$ cat src/hw/rtl/apt_pkg.sv
package apt_pkg;

    localparam int FRAC_BITS_DEF   = 16;
    localparam int COORD_WIDTH_DEF = 32;
    localparam int CFG_IDX_W       = 3;

    localparam logic [1:0] CMD_POINT     = 2'd0;
    localparam logic [1:0] CMD_DIST      = 2'd1;
    localparam logic [1:0] CMD_INV_POINT = 2'd2;
    localparam logic [1:0] CMD_INV_DIST  = 2'd3;

    localparam logic [1:0] ST_OK       = 2'd0;
    localparam logic [1:0] ST_SINGULAR = 2'd1;
    localparam logic [1:0] ST_SAT      = 2'd2;

    localparam logic [CFG_IDX_W-1:0] REG_COEF_XX = 3'd0;
    localparam logic [CFG_IDX_W-1:0] REG_COEF_YX = 3'd1;
    localparam logic [CFG_IDX_W-1:0] REG_COEF_XY = 3'd2;
    localparam logic [CFG_IDX_W-1:0] REG_COEF_YY = 3'd3;
    localparam logic [CFG_IDX_W-1:0] REG_SHIFT_X = 3'd4;
    localparam logic [CFG_IDX_W-1:0] REG_SHIFT_Y = 3'd5;

    // front end -> prep
    typedef struct packed {
        logic valid;
        logic inv;
    } front_t;

    // control that rides along the divider pipeline
    typedef struct packed {
        logic valid;
        logic singular;
        logic neg_x;
        logic neg_y;
        logic ovf_x;
        logic ovf_y;
    } ctl_t;

    // signed width of the exact numerators
    function automatic int sum_width(input int w, input int f);
        return ((2 * w > w + f) ? 2 * w : w + f) + 3;
    endfunction

    // signed width of the determinant, also the width of its magnitude
    function automatic int den_width(input int w);
        return 2 * w + 1;
    endfunction

    // partial remainder width of the divider
    function automatic int rem_width(input int w, input int f);
        return (sum_width(w, f) + f + 1 > den_width(w) + w + 1) ?
               sum_width(w, f) + f + 1 : den_width(w) + w + 1;
    endfunction

endpackage

$ cat src/hw/rtl/apt_finish.sv
// Final stage: round the doubled quotient, clamp, sign, zero singular words, output register.
module apt_finish #(
    parameter int COORD_WIDTH = apt_pkg::COORD_WIDTH_DEF
) (
    input  logic                          clk,
    input  logic                          rst_n,
    input  logic                          en,
    input  apt_pkg::ctl_t                 ctl_i,
    input  logic [COORD_WIDTH:0]          q_x_i,
    input  logic [COORD_WIDTH:0]          q_y_i,
    output logic                          out_valid,
    output logic signed [COORD_WIDTH-1:0] x_out,
    output logic signed [COORD_WIDTH-1:0] y_out,
    output logic [1:0]                    status
);

    localparam int W = COORD_WIDTH;
    localparam logic [W:0]   Q_LIM_NEG = (W + 1)'(1) << W | (W + 1)'(1);
    localparam logic [W:0]   Q_LIM_POS = ((W + 1)'(1) << W) - (W + 1)'(1);
    localparam logic [W-1:0] MIN_V     = W'(1) << (W - 1);
    localparam logic [W-1:0] MAX_V     = ~MIN_V;

    logic [W+1:0]  rnd_x, rnd_y;
    logic [W-1:0]  mag_x, mag_y;
    logic          sat_x, sat_y;
    logic [W-1:0]  vx, vy;
    logic [W-1:0]  x_next, y_next;
    logic [1:0]    st_next;
    logic          valid_reg;
    logic [W-1:0]  x_reg, y_reg;
    logic [1:0]    st_reg;

    always_comb
    begin
        rnd_x = (W + 2)'(q_x_i) + (W + 2)'(1);
        rnd_y = (W + 2)'(q_y_i) + (W + 2)'(1);
        mag_x = rnd_x[W:1];
        mag_y = rnd_y[W:1];
        sat_x = ctl_i.ovf_x || (ctl_i.neg_x ? (q_x_i >= Q_LIM_NEG) : (q_x_i >= Q_LIM_POS));
        sat_y = ctl_i.ovf_y || (ctl_i.neg_y ? (q_y_i >= Q_LIM_NEG) : (q_y_i >= Q_LIM_POS));
        if (sat_x)
            vx = ctl_i.neg_x ? MIN_V : MAX_V;
        else
            vx = ctl_i.neg_x ? -mag_x : mag_x;
        if (sat_y)
            vy = ctl_i.neg_y ? MIN_V : MAX_V;
        else
            vy = ctl_i.neg_y ? -mag_y : mag_y;
        if (ctl_i.singular)
        begin
            x_next  = '0;
            y_next  = '0;
            st_next = apt_pkg::ST_SINGULAR;
        end
        else
        begin
            x_next  = vx;
            y_next  = vy;
            st_next = (sat_x || sat_y) ? apt_pkg::ST_SAT : apt_pkg::ST_OK;
        end
    end

    always_ff @(posedge clk or negedge rst_n)
    begin
        if (!rst_n)
            valid_reg <= 1'b0;
        else if (en)
            valid_reg <= ctl_i.valid;
    end

    always_ff @(posedge clk)
    begin
        if (en)
        begin
            x_reg  <= x_next;
            y_reg  <= y_next;
            st_reg <= st_next;
        end
    end

    assign out_valid = valid_reg;
    assign x_out     = x_reg;
    assign y_out     = y_reg;
    assign status    = st_reg;

endmodule

$ cat config.mk
export PLATFORM = sky130hd
export DESIGN_NAME = apt_finish
export DESIGN_NICKNAME = d
export VERILOG_FILES = /design/src/hw/rtl/apt_pkg.sv /design/src/hw/rtl/apt_finish.sv
export SDC_FILE = /design/constraint.sdc
export NUM_CORES = 1
export LEC_CHECK = 0
export BUFFER_PORTS_ARGS = -buffer_cell sky130_fd_sc_hd__buf_2
export CAP_MARGIN = 20
export CORE_ASPECT_RATIO = 0.75
export CORE_MARGIN = 2
export CORE_UTILIZATION = 36
export DETAILED_ROUTE_END_ITERATION = 6
export GPL_TIMING_DRIVEN = 0
export SLEW_MARGIN = 40
export SYNTH_ARGS = -nofsm -noshare
export SYNTH_HDL_FRONTEND = slang
export SYNTH_SLANG_ARGS = --single-unit
$ cat constraint.sdc
create_clock -name clk -period 2.25 [get_ports clk]
set_clock_uncertainty 0.2 [all_clocks]
set_input_delay 0.1125 -clock clk [delete_from_list [all_inputs] [get_ports clk]]
set_output_delay 0.1125 -clock clk [all_outputs]
set_load 0.03 [all_outputs]
==> metrics.txt <==
status complete, but fails checks; failing checks negative setup slack; critical path arrival 2700 ps; # rows 44; drt drc 0; area of placed instances 0.00884 mm²; synthesized area 0.00713 mm²; GPL Wtd Cong 0.965; Ports 142; Lkg Pwr 4.56 nW; class of the worst hold path primary input to register; PD cells 400 mW/mm²; clk sinks 67; Setup WS post-layout -574 ps; port bufs 116; Mapped Nets 987; Ant. Diodes 0; minimum clock period 2820 ps; Setup-failing EPs final 65; Max Buffers Root-to-Sink 2; clk root buf clkbuf_16; Worst EP required 2120 ps; Final Max Tran Viols 0; fmax 354 MHz; Post-Synthesis Cells 904; Die Area 0.0209 mm²; CP Class primary input to register; DR pass1 iterations 6; GRT Overall Usage 27.4%; Async S/R FF share, synth 1.49%; Routed WL 31300 µm; post-route ant nets 0; Layout Area Growth over Synthesis 70.1%; die width 166 µm; Hold Violations, Final 0; HPWL after DPL 20300 µm; ys flop type edfxtp_1; Yosys reg bits 67; Design Area, Final 0.0121 mm²; H-tree depth 3; first-pass GRT wire length 45400 µm; Congestion Overflow GR 0; initial core utilization 36.8%; Setup crit end kind register; yosys warns 0; CTS buffer count 9; distinct cell type count of the synthesized netlist 83; hold_ws 102 ps; DR vias 9060; CTS clock-pin slew for the worst setup and hold paths 60 ps; Detailed Route Iter0 Violations 1008; RSZ-0062 raised after global routing yes; critical path peak fanout 4; initial antenna violation count 0; CTS tree built; max_slew headroom 33.5%; Die Ht 126 µm; pin count of the biggest net entering global routing 61; Post-synth EDFFs 66; Max VDD drop 368 µV; vias in the first global route 8174; setup TNS -24230 ps; post-DR wirelength/cell 21.5 µm; Worst Tran Pin Value 998 ps; later-pin clock latency in the skew report 340 ps; share of layout cells above drive strength 1 49.0%; via-per-instance ratio 6.24; Mapped Avg Cell Area 7.88 µm²; total of max-cap violations 0; CP Launch Type primary input; final worst-path cycle share 126%; Core ar. 0.0194 mm²; sequential fraction of the synthesis area 28.2%; Final nets 1278
==> worst paths after layout <==
kind | startpoint | endpoint | slack (ps) | cells past startpoint
min in group asynchronous | rst_n | out_valid | 400 | 3
max reg2reg | out_valid | out_valid | 1320 | 1
min | q_x_i[5] | x_out[4] | 100 | 5
max | q_y_i[0] | y_out[28] | -570 | 12
max in group asynchronous | rst_n | out_valid | 1350 | 3
min reg2reg | out_valid | out_valid | 300 | 1
==> cell usage after synthesis (7+ instances only) <==
master    number  share of area (%)
and2_1        12                1.1
edfxtp_1      66                 28
and4_1        10                1.2
buf_2         13               0.91
mux2i_1       17                2.4
inv_1         19                1.0
nand3_1       40                2.8
a21oi_1       40                2.8
a22oi_1        9               0.95
nor3_1        41                2.9
xnor2_1       41                5.0
or2_2          7               0.61
nand2b_1       9               0.79
or4_1         11                1.2
a31oi_1       14                1.2
and3_1        17                1.5
nand4_1       46                4.0
or3_1         12                1.1
nor2_1        86                4.5
a211oi_1       9               0.95
ha_1           8                1.4
nand2_1       80                4.2
o31ai_1        9               0.95
o21ai_0       45                3.2
xor2_1        24                2.9
nor4_1        35                3.1
clkbuf_1      54                2.8
==> flip-flops by register name, indices dropped and copies added (netlist names) <==
signal and cells:
x_out 32, y_out 32, status 2, out_valid 1
==> where the power goes <==
group | switching [mW] | internal [mW]
combinational | 1.08 | 0.681
sequential | 0.0336 | 1.50
clock | 0.585 | 0.966
total | 1.70 | 3.14
==> cell type report <==
type / instances / area (µm²)
clock inverter: 7 / 92.6
tap: 253 / 317
inverter: 20 / 75.1
timing repair buffer: 284 / 2250
sequential: 67 / 2010
buffer: 65 / 679
fill: 1608 / 7260
multi-input combinational: 748 / 6470
clock buffer: 9 / 225
==> layout by cell type (no fill, tap or decap), types with 9 or more instances in the layout <==
master,instances
a21oi_1,16
a21oi_2,18
and2_1,11
and3_1,15
and4_1,10
buf_12,15
buf_2,103
buf_4,120
buf_6,42
buf_8,12
clkbuf_1,23
clkbuf_16,19
edfxtp_1,66
inv_1,18
mux2i_1,16
nand2_1,71
nand3_1,34
nand4_1,46
nor2_1,63
nor2_2,12
nor2_4,14
nor3_1,23
nor3_2,9
nor3_4,14
nor4_1,17
nor4_4,16
o21ai_0,16
o21ai_1,14
o21ai_2,14
xnor2_1,32
xor2_1,17
==> layer usage <==
metal	routed length (µm)	global-route usage, %	vias up
li1	-	-	4063
met5	0	0	-
met4	517	6.39	0
met3	3490	7.23	51
met1	14100	41.5	4408
met2	13200	38.4	538
==> kinds of logic (layout without fill, tap and decap cells) <==
kind of cell	after synthesis	after routing	synth area share [%]
AND/OR/NAND/NOR	445	448	34.3
flip-flops	67	67	28.2
adder cells (fa/ha/maj)	8	8	1.40
XOR/XNOR	65	65	7.99
multiplexers	23	23	3.34
buffers and inverters	92	385	5.25
AO/OA/AOI/OAI	204	204	19.6
==> worst max-delay path, cell delays in order <==
cell and delay, ps:
buf_12 80, ha_4 120, nand4_1 110, buf_6 160
or4_4 520, a311oi_4 250, nand2_1 110, or3_4 450
buf_12 160, nor4b_4 240, mux2i_1 250, nand3_1 130
==> timing repair <==
| action | in CTS | in global routing |
|---|---|---|
| buffers inserted | 105 | 54 |
| pin swaps | 96 | 90 |
| hold endpoints to repair | 10 | 0 |
| hold buffers | 5 | 0 |
| gates cloned | 9 | 3 |
| setup endpoints to repair | 65 | 65 |
| resized for setup | 219 | 141 |
==> stage by stage <==
stage	setup WS [ps]	instances	power (mW)	util (%)
2_1_floorplan	-625	904	2.41	-
3_3_place_gp	-1570	1273	2.83	45.4
3_5_place_dp	-1510	1274	2.84	45.6
4_1_cts	-482	1404	4.65	57.2
5_1_grt	-632	1453	5.01	62.6
6_report	-574	1453	4.84	62.6
Note: power is estimated with default switching activity, not from simulation.
