<file path="config.mk">
export PLATFORM = sky130hd
export DESIGN_NAME = apt_div_step
export DESIGN_NICKNAME = d
export VERILOG_FILES = /design/src/hw/rtl/apt_pkg.sv /design/src/hw/rtl/apt_div_step.sv
export SDC_FILE = /design/constraint.sdc
export NUM_CORES = 1
export LEC_CHECK = 0
export BUFFER_PORTS_ARGS = -buffer_cell sky130_fd_sc_hd__buf_2
export CAP_MARGIN = 10
export CORE_AREA = 2 2 257 259
export DETAILED_ROUTE_END_ITERATION = 8
export DIE_AREA = 0 0 259 261
export PLACE_DENSITY = 0.58
export SLEW_MARGIN = 0
export SYNTH_ARGS = -nofsm -noshare
export SYNTH_HDL_FRONTEND = slang
export SYNTH_SLANG_ARGS = --single-unit
export TNS_END_PERCENT = 5
</file>
<file path="constraint.sdc">
create_clock -name clk -period 0.8 [get_ports clk]
set_input_delay 0.16 -clock clk [delete_from_list [all_inputs] [get_ports clk]]
set_output_delay 0.16 -clock clk [all_outputs]
set_load 0.02 [all_outputs]
</file>
<file path="src/hw/rtl/apt_pkg.sv">
package apt_pkg;

    localparam int FRAC_BITS_DEF   = 16;
    localparam int COORD_WIDTH_DEF = 32;
    localparam int CFG_IDX_W       = 3;

    localparam logic [1:0] CMD_POINT     = 2'd0;
    localparam logic [1:0] CMD_DIST      = 2'd1;
    localparam logic [1:0] CMD_INV_POINT = 2'd2;
    localparam logic [1:0] CMD_INV_DIST  = 2'd3;

    localparam logic [1:0] ST_OK       = 2'd0;
    localparam logic [1:0] ST_SINGULAR = 2'd1;
    localparam logic [1:0] ST_SAT      = 2'd2;

    localparam logic [CFG_IDX_W-1:0] REG_COEF_XX = 3'd0;
    localparam logic [CFG_IDX_W-1:0] REG_COEF_YX = 3'd1;
    localparam logic [CFG_IDX_W-1:0] REG_COEF_XY = 3'd2;
    localparam logic [CFG_IDX_W-1:0] REG_COEF_YY = 3'd3;
    localparam logic [CFG_IDX_W-1:0] REG_SHIFT_X = 3'd4;
    localparam logic [CFG_IDX_W-1:0] REG_SHIFT_Y = 3'd5;

    // front end -> prep
    typedef struct packed {
        logic valid;
        logic inv;
    } front_t;

    // control that rides along the divider pipeline
    typedef struct packed {
        logic valid;
        logic singular;
        logic neg_x;
        logic neg_y;
        logic ovf_x;
        logic ovf_y;
    } ctl_t;

    // signed width of the exact numerators
    function automatic int sum_width(input int w, input int f);
        return ((2 * w > w + f) ? 2 * w : w + f) + 3;
    endfunction

    // signed width of the determinant, also the width of its magnitude
    function automatic int den_width(input int w);
        return 2 * w + 1;
    endfunction

    // partial remainder width of the divider
    function automatic int rem_width(input int w, input int f);
        return (sum_width(w, f) + f + 1 > den_width(w) + w + 1) ?
               sum_width(w, f) + f + 1 : den_width(w) + w + 1;
    endfunction

endpackage

</file>
<file path="src/hw/rtl/apt_div_step.sv">
// One restoring division step for both lanes, quotient bit STEP.
module apt_div_step #(
    parameter int FRAC_BITS   = apt_pkg::FRAC_BITS_DEF,
    parameter int COORD_WIDTH = apt_pkg::COORD_WIDTH_DEF,
    parameter int STEP        = 0
) (
    input  logic                                                  clk,
    input  logic                                                  rst_n,
    input  logic                                                  en,
    input  apt_pkg::ctl_t                                         ctl_i,
    input  logic [apt_pkg::den_width(COORD_WIDTH)-1:0]            den_i,
    input  logic [apt_pkg::rem_width(COORD_WIDTH, FRAC_BITS)-1:0] rem_x_i,
    input  logic [apt_pkg::rem_width(COORD_WIDTH, FRAC_BITS)-1:0] rem_y_i,
    input  logic [COORD_WIDTH:0]                                  q_x_i,
    input  logic [COORD_WIDTH:0]                                  q_y_i,
    output apt_pkg::ctl_t                                         ctl_o,
    output logic [apt_pkg::den_width(COORD_WIDTH)-1:0]            den_o,
    output logic [apt_pkg::rem_width(COORD_WIDTH, FRAC_BITS)-1:0] rem_x_o,
    output logic [apt_pkg::rem_width(COORD_WIDTH, FRAC_BITS)-1:0] rem_y_o,
    output logic [COORD_WIDTH:0]                                  q_x_o,
    output logic [COORD_WIDTH:0]                                  q_y_o
);

    localparam int W  = COORD_WIDTH;
    localparam int DB = apt_pkg::den_width(W);
    localparam int DW = apt_pkg::rem_width(W, FRAC_BITS);

    logic [DW-1:0] trial;
    logic          hit_x, hit_y;
    logic [DW-1:0] remx_next, remy_next;
    logic [W:0]    qx_next, qy_next;
    logic          valid_reg;
    apt_pkg::ctl_t ctl_reg;
    logic [DB-1:0] den_reg;
    logic [DW-1:0] remx_reg, remy_reg;
    logic [W:0]    qx_reg, qy_reg;

    assign trial = DW'(den_i) << STEP;
    assign hit_x = (rem_x_i >= trial);
    assign hit_y = (rem_y_i >= trial);

    always_comb
    begin
        remx_next       = hit_x ? rem_x_i - trial : rem_x_i;
        remy_next       = hit_y ? rem_y_i - trial : rem_y_i;
        qx_next         = q_x_i;
        qy_next         = q_y_i;
        qx_next[STEP]   = q_x_i[STEP] | hit_x;
        qy_next[STEP]   = q_y_i[STEP] | hit_y;
    end

    always_ff @(posedge clk or negedge rst_n)
    begin
        if (!rst_n)
            valid_reg <= 1'b0;
        else if (en)
            valid_reg <= ctl_i.valid;
    end

    always_ff @(posedge clk)
    begin
        if (en)
        begin
            ctl_reg  <= ctl_i;
            den_reg  <= den_i;
            remx_reg <= remx_next;
            remy_reg <= remy_next;
            qx_reg   <= qx_next;
            qy_reg   <= qy_next;
        end
    end

    always_comb
    begin
        ctl_o       = ctl_reg;
        ctl_o.valid = valid_reg;
    end

    assign den_o   = den_reg;
    assign rem_x_o = remx_reg;
    assign rem_y_o = remy_reg;
    assign q_x_o   = qx_reg;
    assign q_y_o   = qy_reg;

endmodule

</file>
==> impl_results.md <==
* Slew Viols, Final at 0
* DP Wirelength at 82,940 µm
* Final antenna-violating net count at 0
* Cell Count, Final, Fillers Out at 5,000
* Area of the core at 65,040 µm²
* Worst path max stage delay at 0.44 ns
* Number of synthesized flops with an enable pin at 332
* Post-route DRC violation count at 0
* Wire per inst at 21.47 µm
* Clock root buffer master: clkbuf_16
* Initial Util at 33.24%
* Mux cell area share after synthesis at 0.4051%
* # port buffers at 668
* Leak pwr at 17.58 nW
* Synth warn at 0
* Largest net degree at the start of global routing at 40
* Utilization after layout at 61.84%
* Worst clock skew at 0 ns
* Clock Tree Buf Depth at 3
* Synth Area in Simple Gates at 16.63%
* Post-Syn Area per Cell at 9.653 µm²
* Die Ht at 261 µm
* Hold/Removal Path Class: input pin to register
* Vias in the first global route at 26,220
* WHS at -0.09452 ns
* Commonest non-fill, non-tap cell in the layout: buf_4
* Synth unique cells at 78
* Tcrit/Tclk final at 356.6%
* Final setup violation count at 531
* Final TNS setup at -529.91 ns
* Req. time, crit path at 1.12 ns
* Routed vias/inst at 5.110
* Worst path cell trace: buf_8, clkinvlp_4, ha_4, nand4_1, buf_4, nor2_4, o21ai_1, a21oi_2, nor4_4, o41ai_4, buf_4, buf_6, buf_6, o211ai_1, or4_1, o21bai_4, xnor2_1
* Worst-path maximum fanout at 3
* Compound-Gate Fraction of Synth Area at 17.69%
* Synth Register Bits at 333
* DR pass1 iterations at 5
* Initial antenna violation count at 21
* Num CTS Buffers at 41
* Max Cap Viol at 0
* Final Wtd Congestion at 0.9906
* Place WS at -3.482 ns
* Worst-Margin Slew at 0.5978 ns
* CTS tree: yes
* Post-Synthesis Cell Area at 21,620 µm²
* Crit end category: register
* Clock Pin Slew Worst Setup and Hold Paths at 0.06 ns
* Seq/Total Area, Yosys at 46.22%
* Ys async rst share at 0.3003%
* Adder-cell area share of the yosys netlist at 7.708%
* Clock sink count at 333
* Slowest stage cell, crit path: or4_1
* Final Power at 65.22 mW
* RSZ-0062 raised after global routing: yes
* Syn_nets at 2,708
* Grt total ovfl at 0
* Post-synthesis xor/xnor area fraction at 7.534%
* First-pass GRT wire length at 154,200 µm
* IO Count at 669
* Post-layout net count at 4,558
* Max Freq at 350.5 MHz
* Total wire length at 107,400 µm
* CP startpoint kind: input pin
* Worst Path Arrival at 3.17 ns
* Clk_lat worst skew at 0.58 ns
* Most frequent cells in the layout: buf_4, buf_2, edfxtp_1, dlygate4sd3_1, nand2_1
* GRT Overall Usage at 29.84%
* Site Rows at 94
* Fin crit period at 2.853 ns
* Outcome: finished with violations
* Power Dens Cells at 1622 nW/µm²
* VDD IR max at 1494 µV
* Ys flop type: edfxtp_1
* Die area at 67,600 µm²
* Path type of the worst setup path: input pin to register
* Main combinational cell family by area after synthesis: compound AO/OA/AOI/OAI gates
* H-tree levels at 2
* Synthesized netlist cell count at 2,240
* Layout area overhead at 86.02%
* Post-route worst setup slack at -2.053 ns
* Die width at 259 µm
* Fin. Hold Viols at 1
* Placed cells at 4,537
* Routed via count at 25,550
* Share of layout cells above drive strength 1 at 50.33%
* Slew headroom at 59.73%
* Initial detailed-routing violation count at 1,811
* Hold buffers post-CTS at 274
* Violated checks: negative hold slack, negative setup slack
[cells in the mapped netlist (16+ instances only)]
| cell | n | area [µm²] |
|---|---|---|
| edfxtp_1 | 332 | 9970 |
| nand2_1 | 279 | 1047 |
| o21ai_0 | 207 | 1036 |
| a21oi_1 | 177 | 885.9 |
| nor2_1 | 138 | 518.0 |
| ha_1 | 130 | 1627 |
| inv_1 | 108 | 405.4 |
| xnor2_1 | 104 | 910.9 |
| clkbuf_1 | 82 | 307.8 |
| xor2_1 | 82 | 718.2 |
| nand4_1 | 77 | 481.7 |
| a21o_1 | 66 | 495.5 |
| nor3_1 | 54 | 270.3 |
| nand3_1 | 36 | 180.2 |
| o21bai_1 | 36 | 270.3 |
| nor4_1 | 33 | 206.5 |
| a31oi_1 | 22 | 137.6 |
| or3_1 | 22 | 137.6 |
| nor2b_1 | 19 | 118.9 |
| o21a_1 | 17 | 127.6 |
| nand2b_1 | 16 | 100.1 |
| o211ai_1 | 16 | 120.1 |
[kinds of logic (layout without fill, tap and decap cells)]
| group | after synthesis | in the layout |
|---|---|---|
| XOR/XNOR | 186 | 186 |
| multiplexers | 8 | 8 |
| AND/OR/NAND/NOR | 744 | 744 |
| adder cells (fa/ha/maj) | 132 | 132 |
| AO/OA/AOI/OAI | 629 | 629 |
| other | 0 | 15 |
| buffers and inverters | 208 | 2089 |
| flip-flops | 333 | 333 |
[stage by stage]
step	hold slack (ns)	instance area, µm²
final	-0.09452	40220
after global routing	-0.09668	40220
after CTS	-0.1101	38880
after detailed placement	-0.06034	32420
after global placement	-0.06167	32420
after floorplan	-0.1356	21760
[cell type report]
| cell class | instances | area, µm² |
|---|---|---|
| diodes | 15 | 37.54 |
| clock inverters | 28 | 232.7 |
| clock buffers | 46 | 1087 |
| well taps | 864 | 1081 |
| repair buffers | 1907 | 14350 |
| inverters | 108 | 441.7 |
| multi-input cells | 1699 | 12990 |
| fillers | 5455 | 24820 |
| flip-flops and latches | 333 | 9995 |
[report_power, final]
| group | switching, mW | leakage [nW] | internal, mW |
|---|---|---|---|
| clock | 7.81 | 0.641 | 10.8 |
| combinational | 12.8 | 13.7 | 11.2 |
| sequential | 0.850 | 3.26 | 21.8 |
[worst max-delay path: cells and delay by family]
family                   cells  cell delay [ns]
AO/OA/AOI/OAI                5             0.82
XOR/XNOR                     1             0.13
adder cells (fa/ha/maj)      1             0.31
buffers and inverters        6             0.85
AND/OR/NAND/NOR              4             0.88
[layer usage]
layer	wire length, µm	GRT usage (%)	part of all wire [%]
met2	52130	51.45	49
met1	44910	38.10	42
met3	6258	4.297	5.8
met4	4016	10.84	3.7
met5	55	0	0.051
[path summary, 6_finish.rpt]
path	endpoint	start	slack [ns]	cells past startpoint
min in group asynchronous	valid_reg	rst_n	0.53	3
max reg2reg	valid_reg	valid_reg	0	1
min	q_y_o[0]	q_y_i[0]	-0.09	2
max in group asynchronous	valid_reg	rst_n	0.16	3
min reg2reg	valid_reg	valid_reg	0.59	1
max	rem_y_o[92]	den_i[18]	-2.05	17
[what timing repair did]
item                                    in CTS  in global routing
endpoints found under the setup margin     531                531
gates resized for setup                    447                232
buffers inserted                            70                 26
pin swaps                                  124                102
hold endpoints to repair                   274                  1
cloned                                       2                 11
Note: power is estimated with default switching activity, not from simulation.
