==> src/hw/rtl/apt_pkg.sv <==
package apt_pkg;

    localparam int FRAC_BITS_DEF   = 16;
    localparam int COORD_WIDTH_DEF = 32;
    localparam int CFG_IDX_W       = 3;

    localparam logic [1:0] CMD_POINT     = 2'd0;
    localparam logic [1:0] CMD_DIST      = 2'd1;
    localparam logic [1:0] CMD_INV_POINT = 2'd2;
    localparam logic [1:0] CMD_INV_DIST  = 2'd3;

    localparam logic [1:0] ST_OK       = 2'd0;
    localparam logic [1:0] ST_SINGULAR = 2'd1;
    localparam logic [1:0] ST_SAT      = 2'd2;

    localparam logic [CFG_IDX_W-1:0] REG_COEF_XX = 3'd0;
    localparam logic [CFG_IDX_W-1:0] REG_COEF_YX = 3'd1;
    localparam logic [CFG_IDX_W-1:0] REG_COEF_XY = 3'd2;
    localparam logic [CFG_IDX_W-1:0] REG_COEF_YY = 3'd3;
    localparam logic [CFG_IDX_W-1:0] REG_SHIFT_X = 3'd4;
    localparam logic [CFG_IDX_W-1:0] REG_SHIFT_Y = 3'd5;

    // front end -> prep
    typedef struct packed {
        logic valid;
        logic inv;
    } front_t;

    // control that rides along the divider pipeline
    typedef struct packed {
        logic valid;
        logic singular;
        logic neg_x;
        logic neg_y;
        logic ovf_x;
        logic ovf_y;
    } ctl_t;

    // signed width of the exact numerators
    function automatic int sum_width(input int w, input int f);
        return ((2 * w > w + f) ? 2 * w : w + f) + 3;
    endfunction

    // signed width of the determinant, also the width of its magnitude
    function automatic int den_width(input int w);
        return 2 * w + 1;
    endfunction

    // partial remainder width of the divider
    function automatic int rem_width(input int w, input int f);
        return (sum_width(w, f) + f + 1 > den_width(w) + w + 1) ?
               sum_width(w, f) + f + 1 : den_width(w) + w + 1;
    endfunction

endpackage

==> src/hw/rtl/apt_prep.sv <==
// Stages 4-5: magnitudes and signs, forward rounding, divider setup.
module apt_prep #(
    parameter int FRAC_BITS   = apt_pkg::FRAC_BITS_DEF,
    parameter int COORD_WIDTH = apt_pkg::COORD_WIDTH_DEF
) (
    input  logic                                                     clk,
    input  logic                                                     rst_n,
    input  logic                                                     en,
    input  apt_pkg::front_t                                          front,
    input  logic signed [apt_pkg::sum_width(COORD_WIDTH, FRAC_BITS)-1:0] sum_x,
    input  logic signed [apt_pkg::sum_width(COORD_WIDTH, FRAC_BITS)-1:0] sum_y,
    input  logic signed [apt_pkg::den_width(COORD_WIDTH)-1:0]        det,
    output apt_pkg::ctl_t                                            ctl_o,
    output logic [apt_pkg::den_width(COORD_WIDTH)-1:0]               den_o,
    output logic [apt_pkg::rem_width(COORD_WIDTH, FRAC_BITS)-1:0]    rem_x_o,
    output logic [apt_pkg::rem_width(COORD_WIDTH, FRAC_BITS)-1:0]    rem_y_o,
    output logic [COORD_WIDTH:0]                                     q_x_o,
    output logic [COORD_WIDTH:0]                                     q_y_o
);

    localparam int W  = COORD_WIDTH;
    localparam int SW = apt_pkg::sum_width(W, FRAC_BITS);
    localparam int DB = apt_pkg::den_width(W);
    localparam int DW = apt_pkg::rem_width(W, FRAC_BITS);
    localparam logic [SW:0] HALF = (SW + 1)'(1) << (FRAC_BITS - 1);

    // stage 4
    logic          v4_reg, inv4_reg, sing4_reg, negx4_reg, negy4_reg;
    logic [SW-1:0] magx_reg, magy_reg;
    logic [DB-1:0] den4_reg;
    logic          negx_next, negy_next;

    // stage 5
    logic          v5_reg;
    logic [DW-1:0] numx, numy, lim;
    logic [SW:0]   rndx, rndy;
    logic          ovfx_next, ovfy_next;
    logic [DW-1:0] remx_next, remy_next;
    logic [W:0]    qx_next, qy_next;
    logic [DB-1:0] den_next;
    apt_pkg::ctl_t ctl5_reg;
    logic [DB-1:0] den5_reg;
    logic [DW-1:0] remx_reg, remy_reg;
    logic [W:0]    qx_reg, qy_reg;

    assign negx_next = front.inv ? (sum_x[SW-1] ^ det[DB-1]) : sum_x[SW-1];
    assign negy_next = front.inv ? (sum_y[SW-1] ^ det[DB-1]) : sum_y[SW-1];

    always_comb
    begin
        numx = DW'(magx_reg) << (FRAC_BITS + 1);
        numy = DW'(magy_reg) << (FRAC_BITS + 1);
        lim  = DW'(den4_reg) << (W + 1);
        rndx = ((SW + 1)'(magx_reg) + HALF) >> FRAC_BITS;
        rndy = ((SW + 1)'(magy_reg) + HALF) >> FRAC_BITS;
        if (inv4_reg)
        begin
            remx_next = numx;
            remy_next = numy;
            qx_next   = '0;
            qy_next   = '0;
            ovfx_next = (numx >= lim);
            ovfy_next = (numy >= lim);
            den_next  = den4_reg;
        end
        else
        begin
            // forward result rides through the divider as q = 2*m
            remx_next = '0;
            remy_next = '0;
            qx_next   = {rndx[W-1:0], 1'b0};
            qy_next   = {rndy[W-1:0], 1'b0};
            ovfx_next = ((rndx >> W) != '0);
            ovfy_next = ((rndy >> W) != '0);
            den_next  = DB'(1);
        end
    end

    always_ff @(posedge clk or negedge rst_n)
    begin
        if (!rst_n)
        begin
            v4_reg <= 1'b0;
            v5_reg <= 1'b0;
        end
        else if (en)
        begin
            v4_reg <= front.valid;
            v5_reg <= v4_reg;
        end
    end

    always_ff @(posedge clk)
    begin
        if (en)
        begin
            inv4_reg        <= front.inv;
            sing4_reg       <= front.inv && (det == '0);
            negx4_reg       <= negx_next;
            negy4_reg       <= negy_next;
            magx_reg        <= sum_x[SW-1] ? SW'(-sum_x) : SW'(sum_x);
            magy_reg        <= sum_y[SW-1] ? SW'(-sum_y) : SW'(sum_y);
            den4_reg        <= det[DB-1] ? DB'(-det) : DB'(det);
            ctl5_reg.valid  <= v4_reg;
            ctl5_reg.singular <= sing4_reg;
            ctl5_reg.neg_x  <= negx4_reg;
            ctl5_reg.neg_y  <= negy4_reg;
            ctl5_reg.ovf_x  <= ovfx_next;
            ctl5_reg.ovf_y  <= ovfy_next;
            den5_reg        <= den_next;
            remx_reg        <= remx_next;
            remy_reg        <= remy_next;
            qx_reg          <= qx_next;
            qy_reg          <= qy_next;
        end
    end

    always_comb
    begin
        ctl_o       = ctl5_reg;
        ctl_o.valid = v5_reg;
    end

    assign den_o   = den5_reg;
    assign rem_x_o = remx_reg;
    assign rem_y_o = remy_reg;
    assign q_x_o   = qx_reg;
    assign q_y_o   = qy_reg;

endmodule

==> config.mk <==
export PLATFORM = sky130hd
export DESIGN_NAME = apt_prep
export DESIGN_NICKNAME = d
export VERILOG_FILES = /design/src/hw/rtl/apt_pkg.sv /design/src/hw/rtl/apt_prep.sv
export SDC_FILE = /design/constraint.sdc
export NUM_CORES = 1
export LEC_CHECK = 0
export ABC_AREA = 0
export ABC_CLOCK_PERIOD_IN_PS = 5800
export BUFFER_PORTS_ARGS = -buffer_cell sky130_fd_sc_hd__buf_2
export CAP_MARGIN = 20
export CORE_ASPECT_RATIO = 0.5
export CORE_MARGIN = 1.5
export CORE_UTILIZATION = 50
export DETAILED_ROUTE_END_ITERATION = 16
export GPL_ROUTABILITY_DRIVEN = 0
export PLACE_DENSITY_LB_ADDON = 0.1
export SYNTH_ARGS = -nofsm -noshare
export SYNTH_HDL_FRONTEND = slang
export SYNTH_SLANG_ARGS = --single-unit
==> constraint.sdc <==
create_clock -name clk -period 5.8 [get_ports clk]
set_input_delay 1.74 -clock clk [delete_from_list [all_inputs] [get_ports clk]]
set_output_delay 1.74 -clock clk [all_outputs]
set_load 0.01 [all_outputs]
==> impl_metrics.ini, run 1 <==
[outcome]
run_status = completed

[synth]
yosysWarningCount = 0
synth.distinct_cells = 70
synth-main-ff-cell = sky130_fd_sc_hd__edfxtp_1
share_of_flip_flops_with_an_asynchronous_set_or_reset_pct = 0.4228
synth.top_cell.area_share_pct = 56.49
ys_top_cells_by_count = 471 x sky130_fd_sc_hd__edfxtp_1, 213 x sky130_fd_sc_hd__xnor2_1, 212 x sky130_fd_sc_hd__and2_1
synth_enable_flop_cells = 471
postSynthCellCount = 2094
yosysMostFrequentCell = sky130_fd_sc_hd__edfxtp_1
synth.cell_area_um2 = 25040
synth_top_cells_by_area = sky130_fd_sc_hd__edfxtp_1 56%, sky130_fd_sc_hd__xnor2_1 7.5%, sky130_fd_sc_hd__ha_1 5.4%
synthDominantAreaCellType = sky130_fd_sc_hd__edfxtp_1
ys_ff_latch = 473
post_synth.cell_area_avg_um2 = 11.96
sequential_fraction_of_the_synthesis_area_pct = 56.69

[clocking]
ctsRootBufferMaster = sky130_fd_sc_hd__clkbuf_16
clock_sinks = 473
post_cts.resized_instances = 0
clk_transition_reported_paths_ns = 0.06
cts_inserted_buffers = 45
insertion_delay_ns = 0.58
tritoncts = built
number_of_post_cts_setup_repair_buffers = 0
cts.hold.buffers_added = 0
cts.htree.levels = 2
clk_path_buf_depth = 3

[floorplan]
pin_count = 537
initial_core_util_pct = 51.10
fp.dieW_um = 319.5
die_area_um2 = 51510
fp-row-count = 57
fp.coreArea_um2 = 49000
die_h_um = 161.2

[job]
max_cap_violations = 0

[global_routing]
grt_first_pass_wirelength_mm = 99.78
grtUsageTotal_pct = 25.71
initial_antenna_violation_count = 17
via_count_of_the_first_global_routing_pass = 16910
global_route.overflow_total = 0
grt_start_max_net_pins = 207

[route]
wl_per_cell_um = 20.78
drt_iter0_markers = 1660
first_pass_iters = 6
routed_wirelength_mm = 67.67
post_drt_via_cell_ratio = 5.545
count_of_nets_left_with_antenna_violations_after_detail_routing = 0
route.detailed.drc = 0
dr_total_vias = 18060

[critical_path]
crit_fanout = 7
setup.worst_path.class = in -> reg
r2r_start = magx_reg[29]
r2r_setup_slack_ns = 2.11
cp-end-kind = flop
timing.critical_path.required_ns = 6.11
critical_path.reg2reg.endpoint = ctl_o[1]
crit_start = det[4]
worstSetupStartpointType = input port
cp.arrival_ns = 4.90
ff2ff_path_depth = 7

[power]
power.density_nw_per_um2 = 294.7
ir_drop_mv = 0.1792
static-leakage-power_nw = 11.43

[sta]
slew_headroom_pct = 28.47
report.final.slew_viol_count = 0
max_freq_mhz = 217.9
grt_setup_unrepaired = false
final.hold.worst_slack_ns = 0.4240
final_tns_setup_ns = 0
final-setup-viol-count = 0
post-route-period-util_pct = 79.13
worst_margin_slew_ns = 1.073
timing.clock.skew_ns = 0.02301
hold_viol = 0
period_minus_slack_ns = 4.590

[placed_design]
dp.final_hpwl_mm = 50.89
postPlaceCellArea_um2 = 27900
total_placed_cells_including_tap_cells = 3161
numPortBuffers = 472

[cells_and_area]
final_design_area_excluding_fillers_um2 = 29410
final_cell_count_no_fill = 3256
sequential_cell_area_um2 = 14190
synthToLayoutAreaGrowth_pct = 17.47
post_route_cells_drive_above_1_share_pct = 22.29
layout.filler_cells = 4006
final_nets = 2873
multi_input_area_um2 = 10080

[worst_hold_path]
hold-path-cell-count = 0
holdCritStartpoint = sing4_reg
timing.hold.worst.class = reg -> reg
min_delay_worst_endpoint = ctl_o[4]
## stage by stage
stage | worst slack, ns | util, % | power (mW)
6_report | 1.210 | 60.03 | 8.667
5_1_grt | 1.110 | 60.01 | 9.023
4_1_cts | 1.226 | 59.88 | 8.719
3_5_place_dp | 0.6226 | 56.93 | 5.733
3_3_place_gp | 0.6614 | 56.93 | 5.702
2_1_floorplan | 1.061 | - | 5.128
## cells by family after synthesis
| logic type | Yosys count | synth area share (%) |
|---|---|---|
| adders and majority gates | 108 | 5.397 |
| buffers and inverters | 202 | 4.008 |
| other | 1 | 0.01498 |
| muxes | 9 | 0.3748 |
| and+or+nand+nor | 757 | 16.99 |
| AOI/OAI and AO/OA | 285 | 7.466 |
| xor gates and xnor gates | 259 | 9.060 |
| DFF | 473 | 56.69 |
## placed cells by master, fill, tap and decap left out, types with 36 or more instances in the layout
master                        n
sky130_fd_sc_hd__edfxtp_1   471
sky130_fd_sc_hd__buf_2      471
sky130_fd_sc_hd__xnor2_1    213
sky130_fd_sc_hd__and2_1     212
sky130_fd_sc_hd__nand2_1    121
sky130_fd_sc_hd__ha_1       108
sky130_fd_sc_hd__nor2_1      97
sky130_fd_sc_hd__o21ai_0     94
sky130_fd_sc_hd__inv_1       71
sky130_fd_sc_hd__conb_1      64
sky130_fd_sc_hd__o31ai_1     55
sky130_fd_sc_hd__nand3_1     51
sky130_fd_sc_hd__nand4_1     48
sky130_fd_sc_hd__clkbuf_16   47
sky130_fd_sc_hd__xor2_1      46
sky130_fd_sc_hd__a21oi_1     46
sky130_fd_sc_hd__or3_1       40
sky130_fd_sc_hd__nor4_1      36
## per-layer routing
layer  up-vias  global-route usage (%)  wire [µm]
li1       8547                       -          -
met1      8728                   35.69      29230
met2       652                   40.64      31190
met3       123                   5.279       4959
met4         6                   8.420       2247
met5         -                       0         42
## worst max path at each step
stage / end / slack, ns / cells past startpoint
6_report: den4_reg[64] / 1.21 / 9
5_1_grt: den4_reg[64] / 1.11 / 9
4_1_cts: den4_reg[64] / 1.23 / 9
3_5_place_dp: den4_reg[64] / 0.62 / 9
3_3_place_gp: den4_reg[64] / 0.66 / 9
2_1_floorplan: den4_reg[64] / 1.06 / 9
## final cells by class
cell class / instances / share of cell area, %
multi-input combinational: 1482 / 34.28
clock inverter: 21 / 0.7615
inverter: 71 / 0.9061
sequential: 473 / 48.26
tap: 649 / 2.761
clock buffer: 58 / 4.139
antenna: 14 / 0.1191
timing repair buffer: 488 / 8.772
## worst max-delay path, stage by stage
cell and delay, ns:
sky130_fd_sc_hd__buf_2 0.11, sky130_fd_sc_hd__or3_4 0.39, sky130_fd_sc_hd__or3b_2 0.53, sky130_fd_sc_hd__nand4b_2 0.38
sky130_fd_sc_hd__or3_1 0.57, sky130_fd_sc_hd__or4_4 0.57, sky130_fd_sc_hd__nor3_1 0.20, sky130_fd_sc_hd__ha_1 0.25
sky130_fd_sc_hd__and2_1 0.15
## where the power goes
| group | switching (mW) | internal [mW] |
|---|---|---|
| logic | 0.734 | 0.530 |
| clock network | 1.29 | 1.70 |
| registers | 0.264 | 4.15 |
Power figures use the tool's default switching activity.
==> inputs of run 2 (changes only) <==
ABC_CLOCK_PERIOD_IN_PS = 4250   (was 5800)
clock period = 4.25 ns   (was 5.8 ns; I/O delays follow)
==> run 2 against run 1 <==
- count of clock-buffer cells in the layout shrank 9
- setup slack lost 0.88 ns
- non-clock buffer count increased by 64
- clock skew down 0.011 ns
- critical endpoint unchanged
- largest cell class unchanged
- core utilization increased by 0.98 points
- global-route usage rose by 0.32 points
- sequential power up 37%
- die area unchanged
==> impl_metrics.ini, run 2 (synthesized netlist as in run 1, its figures left out) <==
[floorplan]
initial_core_util_pct = 51.10
fp.dieW_um = 319.5
pin_count = 537
fp-row-count = 57
die_area_um2 = 51510
die_h_um = 161.2
fp.coreArea_um2 = 49000

[critical_path]
timing.critical_path.required_ns = 4.57
crit_fanout = 4
r2r_start = magx_reg[29]
timing.critical_path.to = den4_reg[64]
slowest_delay_ns = 0.55
worstSetupStartpointType = input port
cp-end-kind = flop
cp.arrival_ns = 4.24
critical_path.reg2reg.endpoint = ctl_o[1]
setup.worst_path.class = in -> reg
path_cells = buf_2 > or4_4 > nor4_4 > or4b_4 > or3_1 > or4_4 > nor3_2 > ha_1 > and2_1
critical-path-slowest-cell = sky130_fd_sc_hd__or4_4
ff2ff_path_depth = 7
top_cell_by_count_worst_path = sky130_fd_sc_hd__or4_4
r2r_setup_slack_ns = 0.86
crit_start = det[31]

[route]
first_pass_iters = 5
dr_total_vias = 18400
wl_per_cell_um = 20.75
route.detailed.drc = 0
count_of_nets_left_with_antenna_violations_after_detail_routing = 0
post_drt_via_cell_ratio = 5.551
routed_wirelength_mm = 68.80
drt_iter0_markers = 1795

[clocking]
ctsRootBufferMaster = sky130_fd_sc_hd__clkbuf_16
tritoncts = built
post_cts.resized_instances = 0
cts_inserted_buffers = 44
clock_sinks = 473
clk_path_buf_depth = 3
cts.htree.levels = 2
insertion_delay_ns = 0.57
number_of_post_cts_setup_repair_buffers = 0
cts.hold.buffers_added = 0
clk_transition_reported_paths_ns = 0.07

[worst_hold_path]
timing.hold.worst.class = reg -> reg
hold-path-cell-count = 0

[cells_and_area]
sequential_cell_area_um2 = 14190
layout.cells.most_common_list = 471 x sky130_fd_sc_hd__edfxtp_1, 471 x sky130_fd_sc_hd__buf_2, 213 x sky130_fd_sc_hd__xnor2_1
synthToLayoutAreaGrowth_pct = 19.38
post_route_cells_drive_above_1_share_pct = 24.42
final_nets = 2936
multi_input_area_um2 = 10090
layout.filler_cells = 4092

[outcome]
run_status = completed

[sta]
hold_viol = 0
post-route-period-util_pct = 92.27
max_freq_mhz = 255.0
period_minus_slack_ns = 3.921
slew_headroom_pct = 40.21
final-setup-viol-count = 0
report.final.slew_viol_count = 0
setup_slack_ns = 0.3287
timing.clock.skew_ns = 0.01236
grt_setup_unrepaired = false
final.hold.worst_slack_ns = 0.4195
worst_margin_slew_ns = 0.8844

[job]
max_cap_violations = 0

[power]
ir_drop_mv = 0.2249
power.switching_mw = 3.134
static-leakage-power_nw = 11.73
power.density_nw_per_um2 = 393.9
p_total_mw = 11.78
clock_power_share_pct = 33.9
power_frac_seq_pct = 51.1
switching_power_as_a_share_of_total_power_pct = 26.62
p_int_mw = 8.641
power.share.combinational_pct = 15.0

[placed_design]
dp_slack_ns = -0.2497
numPortBuffers = 472
dp.final_hpwl_mm = 53.18

[global_routing]
grt_first_pass_wirelength_mm = 100.4
initial_antenna_violation_count = 15
via_count_of_the_first_global_routing_pass = 16950
global_route.overflow_total = 0
grt_start_max_net_pins = 75
grtUsageTotal_pct = 26.02
==> run 2: cell types whose count changed in the layout (fill, tap and decap cells not counted), moves of 2 or more <==
cell / before / now
sky130_fd_sc_hd__clkinv_2: 4 / 7
sky130_fd_sc_hd__clkbuf_1: 11 / 4
sky130_fd_sc_hd__diode_2: 14 / 12
sky130_fd_sc_hd__buf_4: 9 / 71
sky130_fd_sc_hd__clkbuf_16: 47 / 45
sky130_fd_sc_hd__clkinvlp_4: 1 / 4
==> run 2: cell type report <==
type	instances	area share, %
clock inverters	27	0.8749
flip-flops and latches	473	47.49
clock buffers	49	3.818
well taps	649	2.717
inverters	71	0.8916
repair buffers	552	10.35
multi-input cells	1482	33.76
diodes	12	0.1005
==> run 2: power by group through the flow <==
stage	Clock [mW]	Combinational (mW)	Sequential [mW]
2_1_floorplan	0	0.948	6.05
3_3_place_gp	0	1.71	6.11
3_5_place_dp	0	1.75	6.12
4_1_cts	4.07	1.76	6.02
5_1_grt	4.25	1.95	6.06
6_report	3.99	1.76	6.02
==> run 2: how the worst min path moves through the flow <==
stage	startpoint	endpoint	slack, ns
2_1_floorplan	negy4_reg	ctl_o[2]	0.40
3_3_place_gp	sing4_reg	ctl_o[4]	0.40
3_5_place_dp	sing4_reg	ctl_o[4]	0.41
4_1_cts	sing4_reg	ctl_o[4]	0.42
5_1_grt	sing4_reg	ctl_o[4]	0.43
6_report	sing4_reg	ctl_o[4]	0.42
==> run 2: worst max-delay path: cells and delay by family <==
family | cells | cell delay [ns]
simple gates | 7 | 2.63
fa+ha+maj | 1 | 0.24
buf+inv | 1 | 0.10
==> run 2: routing by layer <==
layer | track usage (%) | up-vias | part of all wire [%] | routed length (µm)
li1 | - | 8676 | - | -
met1 | 35.93 | 8929 | 43 | 29260
met3 | 4.301 | 108 | 7.3 | 5015
met4 | 8.203 | 6 | 2.8 | 1895
met5 | 0 | - | 0.041 | 28
met2 | 42.34 | 681 | 47 | 32600
==> run 2: metrics by stage <==
stage                     instances  util (%)  setup TNS (ns)  cell area (µm²)
after floorplan                2157         -       -0.003682            25280
after global placement         3225     57.98         -0.6486            28410
after detailed placement       3225     57.98          -1.200            28410
after CTS                      3301     60.85               0            29810
after global routing           3311     60.98               0            29880
final                          3315     61.01               0            29890
